<file path="config.mk">
export PLATFORM = sky130hd
export DESIGN_NAME = kll_cap
export DESIGN_NICKNAME = d
export VERILOG_FILES = /design/src/rtl/kll_pkg.sv /design/src/rtl/kll_cap.sv
export SDC_FILE = /design/constraint.sdc
export NUM_CORES = 1
export LEC_CHECK = 0
export ABC_CLOCK_PERIOD_IN_PS = 7240
export BUFFER_PORTS_ARGS = -buffer_cell sky130_fd_sc_hd__buf_2
export CORE_UTILIZATION = 40
export DETAILED_ROUTE_END_ITERATION = 12
export PLACE_DENSITY = 0.63
export SLEW_MARGIN = 20
export SYNTH_ARGS = -nofsm -noshare
export SYNTH_HDL_FRONTEND = slang
export SYNTH_SLANG_ARGS = --single-unit
export TNS_END_PERCENT = 5
</file>
<file path="constraint.sdc">
create_clock -name clk -period 7.24 [get_ports clk]
set_input_delay 0.362 -clock clk [delete_from_list [all_inputs] [get_ports clk]]
set_output_delay 0.362 -clock clk [all_outputs]
set_load 0.03 [all_outputs]
</file>
<file path="src/rtl/kll_pkg.sv">
// ----------------------------------------------------------------------------
// KLL sketch package
// Shared constants, codes and the sequencer state type of the quantile sketch.
// ----------------------------------------------------------------------------
package kll_pkg;

    // Sketch geometry.
    localparam int MAX_LEVELS  = 16;
    localparam int LEVEL_DEPTH = 256;
    localparam int LVL_W       = $clog2(MAX_LEVELS);
    localparam int IDX_W       = $clog2(LEVEL_DEPTH);
    localparam int FILL_W      = IDX_W + 1;
    localparam int ADDR_W      = LVL_W + IDX_W;
    localparam int STORE_DEPTH = MAX_LEVELS * LEVEL_DEPTH;

    // Word widths.
    localparam int DATA_W  = 32;
    localparam int COIN_W  = 16;
    localparam int RANK_W  = 24;
    localparam int ACC_W   = RANK_W + 4;
    localparam int K_W     = 9;
    localparam int C_W     = 16;
    localparam int V_W     = K_W + C_W;
    localparam int CFG_W   = 16;
    localparam int CFG_IDX_W = 1;

    // Minimum capacity of any level.
    localparam int MIN_CAP = 2;

    // Register reset values.
    localparam logic [K_W-1:0] K_RESET = 9'd128;
    localparam logic [C_W-1:0] C_RESET = 16'd43691;

    // Configuration register indexes.
    localparam logic [CFG_IDX_W-1:0] CFG_LEVEL_CAPACITY = 1'd0;
    localparam logic [CFG_IDX_W-1:0] CFG_SHRINK_RATIO   = 1'd1;

    // Operation codes.
    localparam logic OP_INSERT = 1'b0;
    localparam logic OP_QUERY  = 1'b1;

    // Sequencer states.
    typedef enum logic [3:0] {
        ST_IDLE,
        ST_CAP_START,
        ST_CAP_WAIT,
        ST_C_INIT,
        ST_C_PREAD,
        ST_C_PGET,
        ST_C_SCAN,
        ST_C_EMIT,
        ST_C_DONE,
        ST_Q_START,
        ST_Q_SCAN
    } state_t;

endpackage

</file>
<file path="src/rtl/kll_cap.sv">
// ----------------------------------------------------------------------------
// KLL level capacity unit
// Scales K by C once per cycle with one shared multiplier, then rounds up and
// clamps the result to the legal capacity range.
// ----------------------------------------------------------------------------
module kll_cap (
    input  logic                       clk,
    input  logic                       rst_n,
    input  logic                       start,
    input  logic [kll_pkg::LVL_W-1:0]  depth,
    input  logic [kll_pkg::K_W-1:0]    base_cap,
    input  logic [kll_pkg::C_W-1:0]    ratio,
    output logic                       done,
    output logic [kll_pkg::FILL_W-1:0] cap
);

    logic                              busy_reg, busy_next;
    logic                              done_reg, done_next;
    logic [kll_pkg::LVL_W-1:0]         cnt_reg, cnt_next;
    logic [kll_pkg::V_W-1:0]           v_reg, v_next;
    logic [kll_pkg::FILL_W-1:0]        cap_reg, cap_next;
    logic [kll_pkg::V_W+kll_pkg::C_W-1:0] prod;
    logic [kll_pkg::V_W:0]             v_round;
    logic [kll_pkg::K_W:0]             c_raw;

    // Shared multiplier and rounding.
    assign prod    = v_reg * ratio;
    assign v_round = {1'b0, v_reg} + (kll_pkg::V_W+1)'(16'hFFFF);
    assign c_raw   = v_round[kll_pkg::V_W:kll_pkg::C_W];

    // Step control.
    always_comb
    begin
        busy_next = busy_reg;
        done_next = 1'b0;
        cnt_next  = cnt_reg;
        v_next    = v_reg;
        cap_next  = cap_reg;
        if (start)
        begin
            busy_next = 1'b1;
            cnt_next  = depth;
            v_next    = {base_cap, {kll_pkg::C_W{1'b0}}};
        end
        else if (busy_reg)
        begin
            if (cnt_reg == '0)
            begin
                busy_next = 1'b0;
                done_next = 1'b1;
                if (c_raw < (kll_pkg::K_W+1)'(kll_pkg::MIN_CAP))
                begin
                    cap_next = kll_pkg::FILL_W'(kll_pkg::MIN_CAP);
                end
                else if (c_raw > (kll_pkg::K_W+1)'(kll_pkg::LEVEL_DEPTH))
                begin
                    cap_next = kll_pkg::FILL_W'(kll_pkg::LEVEL_DEPTH);
                end
                else
                begin
                    cap_next = c_raw[kll_pkg::FILL_W-1:0];
                end
            end
            else
            begin
                cnt_next = cnt_reg - 1'b1;
                v_next   = prod[kll_pkg::V_W+kll_pkg::C_W-1:kll_pkg::C_W];
            end
        end
    end

    // Control registers.
    always_ff @(posedge clk or negedge rst_n)
    begin
        if (!rst_n)
        begin
            busy_reg <= 1'b0;
            done_reg <= 1'b0;
        end
        else
        begin
            busy_reg <= busy_next;
            done_reg <= done_next;
        end
    end

    // Datapath registers.
    always_ff @(posedge clk)
    begin
        cnt_reg <= cnt_next;
        v_reg   <= v_next;
        cap_reg <= cap_next;
    end

    assign done = done_reg;
    assign cap  = cap_reg;

endmodule

</file>
==> results of run 1 <==
==> cell usage after synthesis, drive strengths merged (6+ instances only) <==
| cell type | count |
|---|---|
| xor2 | 15 |
| and2 | 175 |
| nand4 | 7 |
| dfxtp | 16 |
| a21oi | 34 |
| edfxtp | 22 |
| clkbuf | 72 |
| ha | 111 |
| inv | 339 |
| xnor2 | 18 |
| nor3 | 6 |
| nor2 | 20 |
| a21o | 16 |
| fa | 319 |
| nand2 | 270 |
| o21ai | 30 |
==> worst min-delay path: cells and delay by family <==
| family | cells | cell delay (ns) |
|---|---|---|
| buffers and inverters | 1 | 0.07 |
| and+or+nand+nor | 1 | 0.04 |
| AOI/OAI and AO/OA | 1 | 0.06 |
==> cell type report <==
cell class / instances / area (sq um) / area share, %
flip-flops and latches: 40 / 1030 / 7.05
multi-input cells: 1073 / 11200 / 76.5
repair buffers: 71 / 433 / 2.96
well taps: 448 / 561 / 3.83
clock buffers: 6 / 129 / 0.881
inverters: 339 / 1270 / 8.70
clock inverters: 2 / 12.5 / 0.0855
==> metrics by stage <==
step | util, % | setup WS, ns | instance area (sq um) | hold slack (ns) | std cells
global route | 43.4 | 0.183 | 14600 | 0.360 | 1979
detailed placement | 42.9 | 0.488 | 14500 | 0.147 | 1970
CTS | 43.4 | 0.486 | 14600 | 0.348 | 1979
finish | 43.4 | 0.442 | 14600 | 0.351 | 1979
floorplan | - | 1.12 | 13800 | 0.0664 | 1528
global placement | 42.9 | 0.615 | 14500 | 0.146 | 1970
==> cells by family (layout without fill, tap and decap cells) <==
| logic type | Yosys count | in the layout | share of synthesized area (%) |
|---|---|---|---|
| buffers and inverters | 415 | 418 | 11.3 |
| adders and majority gates | 430 | 430 | 56.4 |
| and+or+nand+nor | 504 | 504 | 17.6 |
| DFF | 40 | 40 | 7.49 |
| xor gates and xnor gates | 33 | 33 | 2.10 |
| AOI/OAI and AO/OA | 105 | 105 | 4.94 |
| muxes | 1 | 1 | 0.0818 |
==> final timing paths <==
kind | startpoint | to
min in group asynchronous | rst_n | busy_reg
hold reg to reg | busy_reg | done
setup / recovery | v_reg[14] | v_reg[23]
max in group asynchronous | rst_n | done
setup reg to reg | v_reg[14] | v_reg[23]
hold / removal | base_cap[5] | v_reg[21]
==> layer usage <==
metal  routed length (um)  vias to the layer above  share of wire, %  GRT usage [%]
met3                 1550                       55               4.3           1.68
met5                    0                        -                 0              0
met2                17700                      274                50           36.8
met1                15400                     5168                43           29.1
met4                 1060                        0               3.0           6.19
li1                     -                     4514                 -              -
==> out/qor.csv, run 1 <==
stage;metric;value;unit
cells_and_area;drive_above_1_share;5.81;%
die;die-area;35200;sq um
global_routing;grt_pass1_vias;10863;
cts;clkTransAtPathRegs;0.06;ns
die;die_w;188;um
outcome;outcome;completed;
cts;clock-root-buffer;clkbuf_16;
synthesis;ys_ff_latch;40;
critical_path;crit_chain;buf_4, and2_1, fa_1, inv_1, fa_1, fa_1, inv_1, fa_1, fa_1, inv_1, fa_1, inv_1, ha_1, a21o_1, a21o_1, a21oi_1, o211ai_2, a21oi_2, o21ai_1, o31a_1, xnor2_1, o21ai_0;
cts;cts_tree;built;
global_routing;grt_pass1_wl;59100;um
cts;cts_hold_buffers;1;
timing;finalSetupViolCount;0;
routing;vias;10011;
critical_path;r2r_cells;22;
critical_path;critPathBufInv;5;
cells_and_area;largest_register_ffs;25;
cells_and_area;final_common_cell;inv_1;
synthesis;synth_ff_type;edfxtp_1;
placement;place.gp.congestion;0.881;
timing;fin_crit_sh;93.9;%
routing;drt_pass1_iterations;5;
placement;dp_hpwl;28100;um
critical_path;worstPathRequired;7.24;ns
critical_path;crit_cells;22;
die;die_h;188;um
synthesis;synth_edf_count;22;
critical_path;crit_slowest_cell;dfxtp_1;
cells_and_area;final_cell_mix;339 x inv_1, 319 x fa_1, 270 x nand2_1;
routing;drcViolationCount;0;
critical_path;critical_path_class;register to register;
synthesis;yosys-top-cells-area;fa_1 46%, ha_1 10%, inv_1 9.2%;
synthesis;syn-num-nets;1990;
cts;cts_buffer_depth;2;
placement;portBuffers;41;
routing;routed_wl;35700;um
timing;finalHoldViolations;0;
cells_and_area;nets;1992;
critical_path;cp_slowest_stage_delay;0.78;ns
cts;cts_resized;0;
critical_path;cp_top_family;adder cells;
routing;wire_per_inst;18.1;um
timing;period_needed;6.80;ns
synthesis;ys_warn_count;0;
critical_path;r2r_slack;0.44;ns
global_routing;antenna_found_initial;0;
cts;cts.sinks;40;
timing;skew;0.00456;ns
synthesis;synth.avg_cell_area;9.01;sq um
critical_path;path_max_fanout;11;
global_routing;grt_max_degree;30;
synthesis;seq_area_frac_synth;7.49;%
cts;clk_latency;0.29;ns
routing;ant_nets;0;
cells_and_area;diodes;0;
timing;tightest_slew;0.928;ns
critical_path;crit_path_start_kind;register;
synthesis;yosysTopAreaCellShare;46.4;%
synthesis;async_flop_share;5.00;%
die;rows;67;
die;start_util;40.9;%
run;maxCapViolCount;0;
synthesis;syn_area;13800;sq um
worst_hold_path;hold_depth;3;
cells_and_area;fillers;3347;
die;io_pins;42;
global_routing;grt_overflow_total;0;
worst_hold_path;hold_class;input pin to register;
cells_and_area;area_delta_synth_final;6.20;%
timing;tns;0;ns
critical_path;arrival;6.80;ns
timing;slew-limit-headroom;38.1;%
timing;maxClockFrequency;0.147;GHz
cts;post-cts-setup-buffers;0;
synthesis;synth.distinct_cells;50;
critical_path;cpMostUsedCell;fa_1;
die;core;33700;sq um
synthesis;netlist_instances;1528;
routing;drt_iter0_markers;506;
timing;slew_viol_final;0;
cts;cts_made_buffers;5;
global_routing;groute.usage.overall;21.5;%
critical_path;end_kind;register;
synthesis;synth_area_leader_cell;fa_1;
timing;rsz0062_at_grt;no;
routing;vias_per_cell;5.06;
cts;htreeDepth;2;
Power of run 1 is not shown: default switching activity piles up to over one toggle a cycle in this logic, so the estimate is an artifact.
==> run 2, diff against run 1 <==
Settings changed: CORE_UTILIZATION 40 to 66, PLACE_DENSITY 0.63 to 0.92, RECOVER_POWER set to 25.
==> out/qor.csv, run 2 (same netlist as run 1, synthesis figures left out) <==
stage;metric;value;unit;change
cts;cts_resized;0;;unchanged
die;die_h;146;um;was 188 um
critical_path;arrival;6.73;ns;was 6.80 ns
cts;cts_made_buffers;5;;unchanged
timing;slew_viol_final;0;;unchanged
cts;cts_hold_buffers;1;;unchanged
critical_path;cpMostUsedCell;fa_1;;unchanged
global_routing;groute.usage.overall;35.2;%;was 21.5%
timing;rsz0062_at_grt;no;;unchanged
cells_and_area;nets;1976;;was 1992
outcome;outcome;completed;;unchanged
critical_path;path_max_fanout;18;;was 11
timing;period_needed;6.72;ns;was 6.80 ns
global_routing;grt_pass1_wl;57900;um;was 59100 um
critical_path;crit_path_start_kind;register;;unchanged
worst_hold_path;worstHoldStart;depth[2];;was base_cap[5]
timing;finalSetupViolCount;0;;unchanged
routing;vias;10569;;was 10011
cts;cts.sinks;40;;unchanged
die;die_w;146;um;was 188 um
cells_and_area;area_delta_synth_final;3.72;%;was 6.20%
cells_and_area;largest_register_ffs;25;;unchanged
die;rows;52;;was 67
routing;routed_wl;35000;um;was 35700 um
global_routing;grt_max_degree;30;;unchanged
routing;wire_per_inst;19.6;um;was 18.1 um
cts;clkTransAtPathRegs;0.07;ns;was 0.06 ns
critical_path;critical_path_class;register to register;;unchanged
timing;tightest_slew;1.27;ns;was 0.928 ns
timing;slew-limit-headroom;15.5;%;was 38.1%
cells_and_area;multi_input_area;11200;sq um;about the same
routing;vias_per_cell;5.92;;was 5.06
routing;drcViolationCount;0;;unchanged
critical_path;startpoint;v_reg[7];;was v_reg[14]
worst_hold_path;hold_class;input pin to register;;unchanged
cells_and_area;seqCellArea;1030;sq um;unchanged
timing;tns;0;ns;unchanged
routing;ant_nets;0;;unchanged
run;maxCapViolCount;0;;unchanged
placement;place.gp.congestion;0.955;;was 0.881
cells_and_area;diodes;0;;unchanged
timing;whs;0.355;ns;was 0.351 ns
cts;clock-root-buffer;clkbuf_16;;unchanged
critical_path;critPathBufInv;3;;was 5
timing;maxClockFrequency;0.149;GHz;was 0.147 GHz
die;die-area;21500;sq um;was 35200 sq um
critical_path;cp_top_family;adder cells;;unchanged
timing;finalHoldViolations;0;;unchanged
cts;post-cts-setup-buffers;0;;unchanged
timing;fin_crit_sh;92.8;%;was 93.9%
cts;htreeDepth;2;;unchanged
cells_and_area;fillers;1436;;was 3347
cells_and_area;final_cell_mix;339 x inv_1, 319 x fa_1, 270 x nand2_1;;unchanged
cells_and_area;final_common_cell;inv_1;;unchanged
routing;drt_pass1_iterations;5;;unchanged
critical_path;crit_slowest_cell;dfxtp_1;;unchanged
critical_path;reg2reg_from;v_reg[7];;was v_reg[14]
global_routing;grt_overflow_total;0;;unchanged
timing;skew;0.00809;ns;was 0.00456 ns
cells_and_area;drive_above_1_share;3.96;%;was 5.81%
cts;cts_buffer_depth;2;;unchanged
global_routing;grt_pass1_vias;11796;;was 10863
die;io_pins;42;;unchanged
cts;cts_tree;built;;unchanged
cts;clk_latency;0.30;ns;was 0.29 ns
global_routing;antenna_found_initial;0;;unchanged
placement;portBuffers;41;;unchanged
placement;dp_hpwl;26900;um;was 28100 um
critical_path;r2r_slack;0.52;ns;was 0.44 ns
routing;drt_iter0_markers;743;;was 506
critical_path;worstPathRequired;7.25;ns;was 7.24 ns
critical_path;cp_slowest_stage_delay;0.95;ns;was 0.78 ns
critical_path;end_kind;register;;unchanged
critical_path;crit_chain;nand2_1, fa_1, inv_1, fa_1, fa_1, fa_1, fa_1, inv_1, fa_1, inv_1, ha_1, nand2_1, nor2_1, nand4_1, o211ai_2, a21oi_1, nor2_1, a21oi_1, xor2_1, o21ai_0;;was buf_4, and2_1, fa_1, inv_1, fa_1, fa_1, inv_1, fa_1, fa_1, inv_1, fa_1, inv_1, ha_1, a21o_1, a21o_1, a21oi_1, o211ai_2, a21oi_2, o21ai_1, o31a_1, xnor2_1, o21ai_0
die;core;20400;sq um;was 33700 sq um
die;start_util;67.6;%;was 40.9%
## run 2: tightest hold or removal path, delay by kind of cell
kind	cells	cell delay, ns
and+or+nand+nor	1	0.04
AOI/OAI and AO/OA	1	0.06
buffers and inverters	1	0.07
## run 2: final timing paths
kind	depth (start not counted)	end
max in group asynchronous	2	busy_reg
hold reg to reg	2	v_reg[9]
min in group asynchronous	2	done
setup / recovery	20	v_reg[17]
setup reg to reg	20	v_reg[17]
hold / removal	3	cnt_reg[2]
## run 2: metal layers
metal	GRT usage (%)	vias to the layer above	wire length, um
li1	-	4469	-
met1	40.7	5263	11600
met2	62.0	646	17900
met3	6.63	191	3410
met4	19.0	0	2020
met5	0	-	0
## run 2: metrics by stage
stage	std cells	utilization (%)	instance area, sq um	setup slack (ns)
floorplan	1528	-	13800	1.12
global placement	1776	69.4	14100	0.884
detailed placement	1776	69.4	14100	0.722
CTS	1785	70.2	14300	0.671
global route	1785	70.1	14300	0.265
finish	1785	70.1	14300	0.520
## run 2: cell type report
cell class / instances / share of cell area [%]
flip-flops and latches: 40 / 7.22
clock inverters: 2 / 0.105
multi-input cells: 1073 / 78.3
repair buffers: 55 / 2.06
well taps: 270 / 2.36
clock buffers: 6 / 1.05
inverters: 339 / 8.91
Power of run 2 is left out for the same reason.
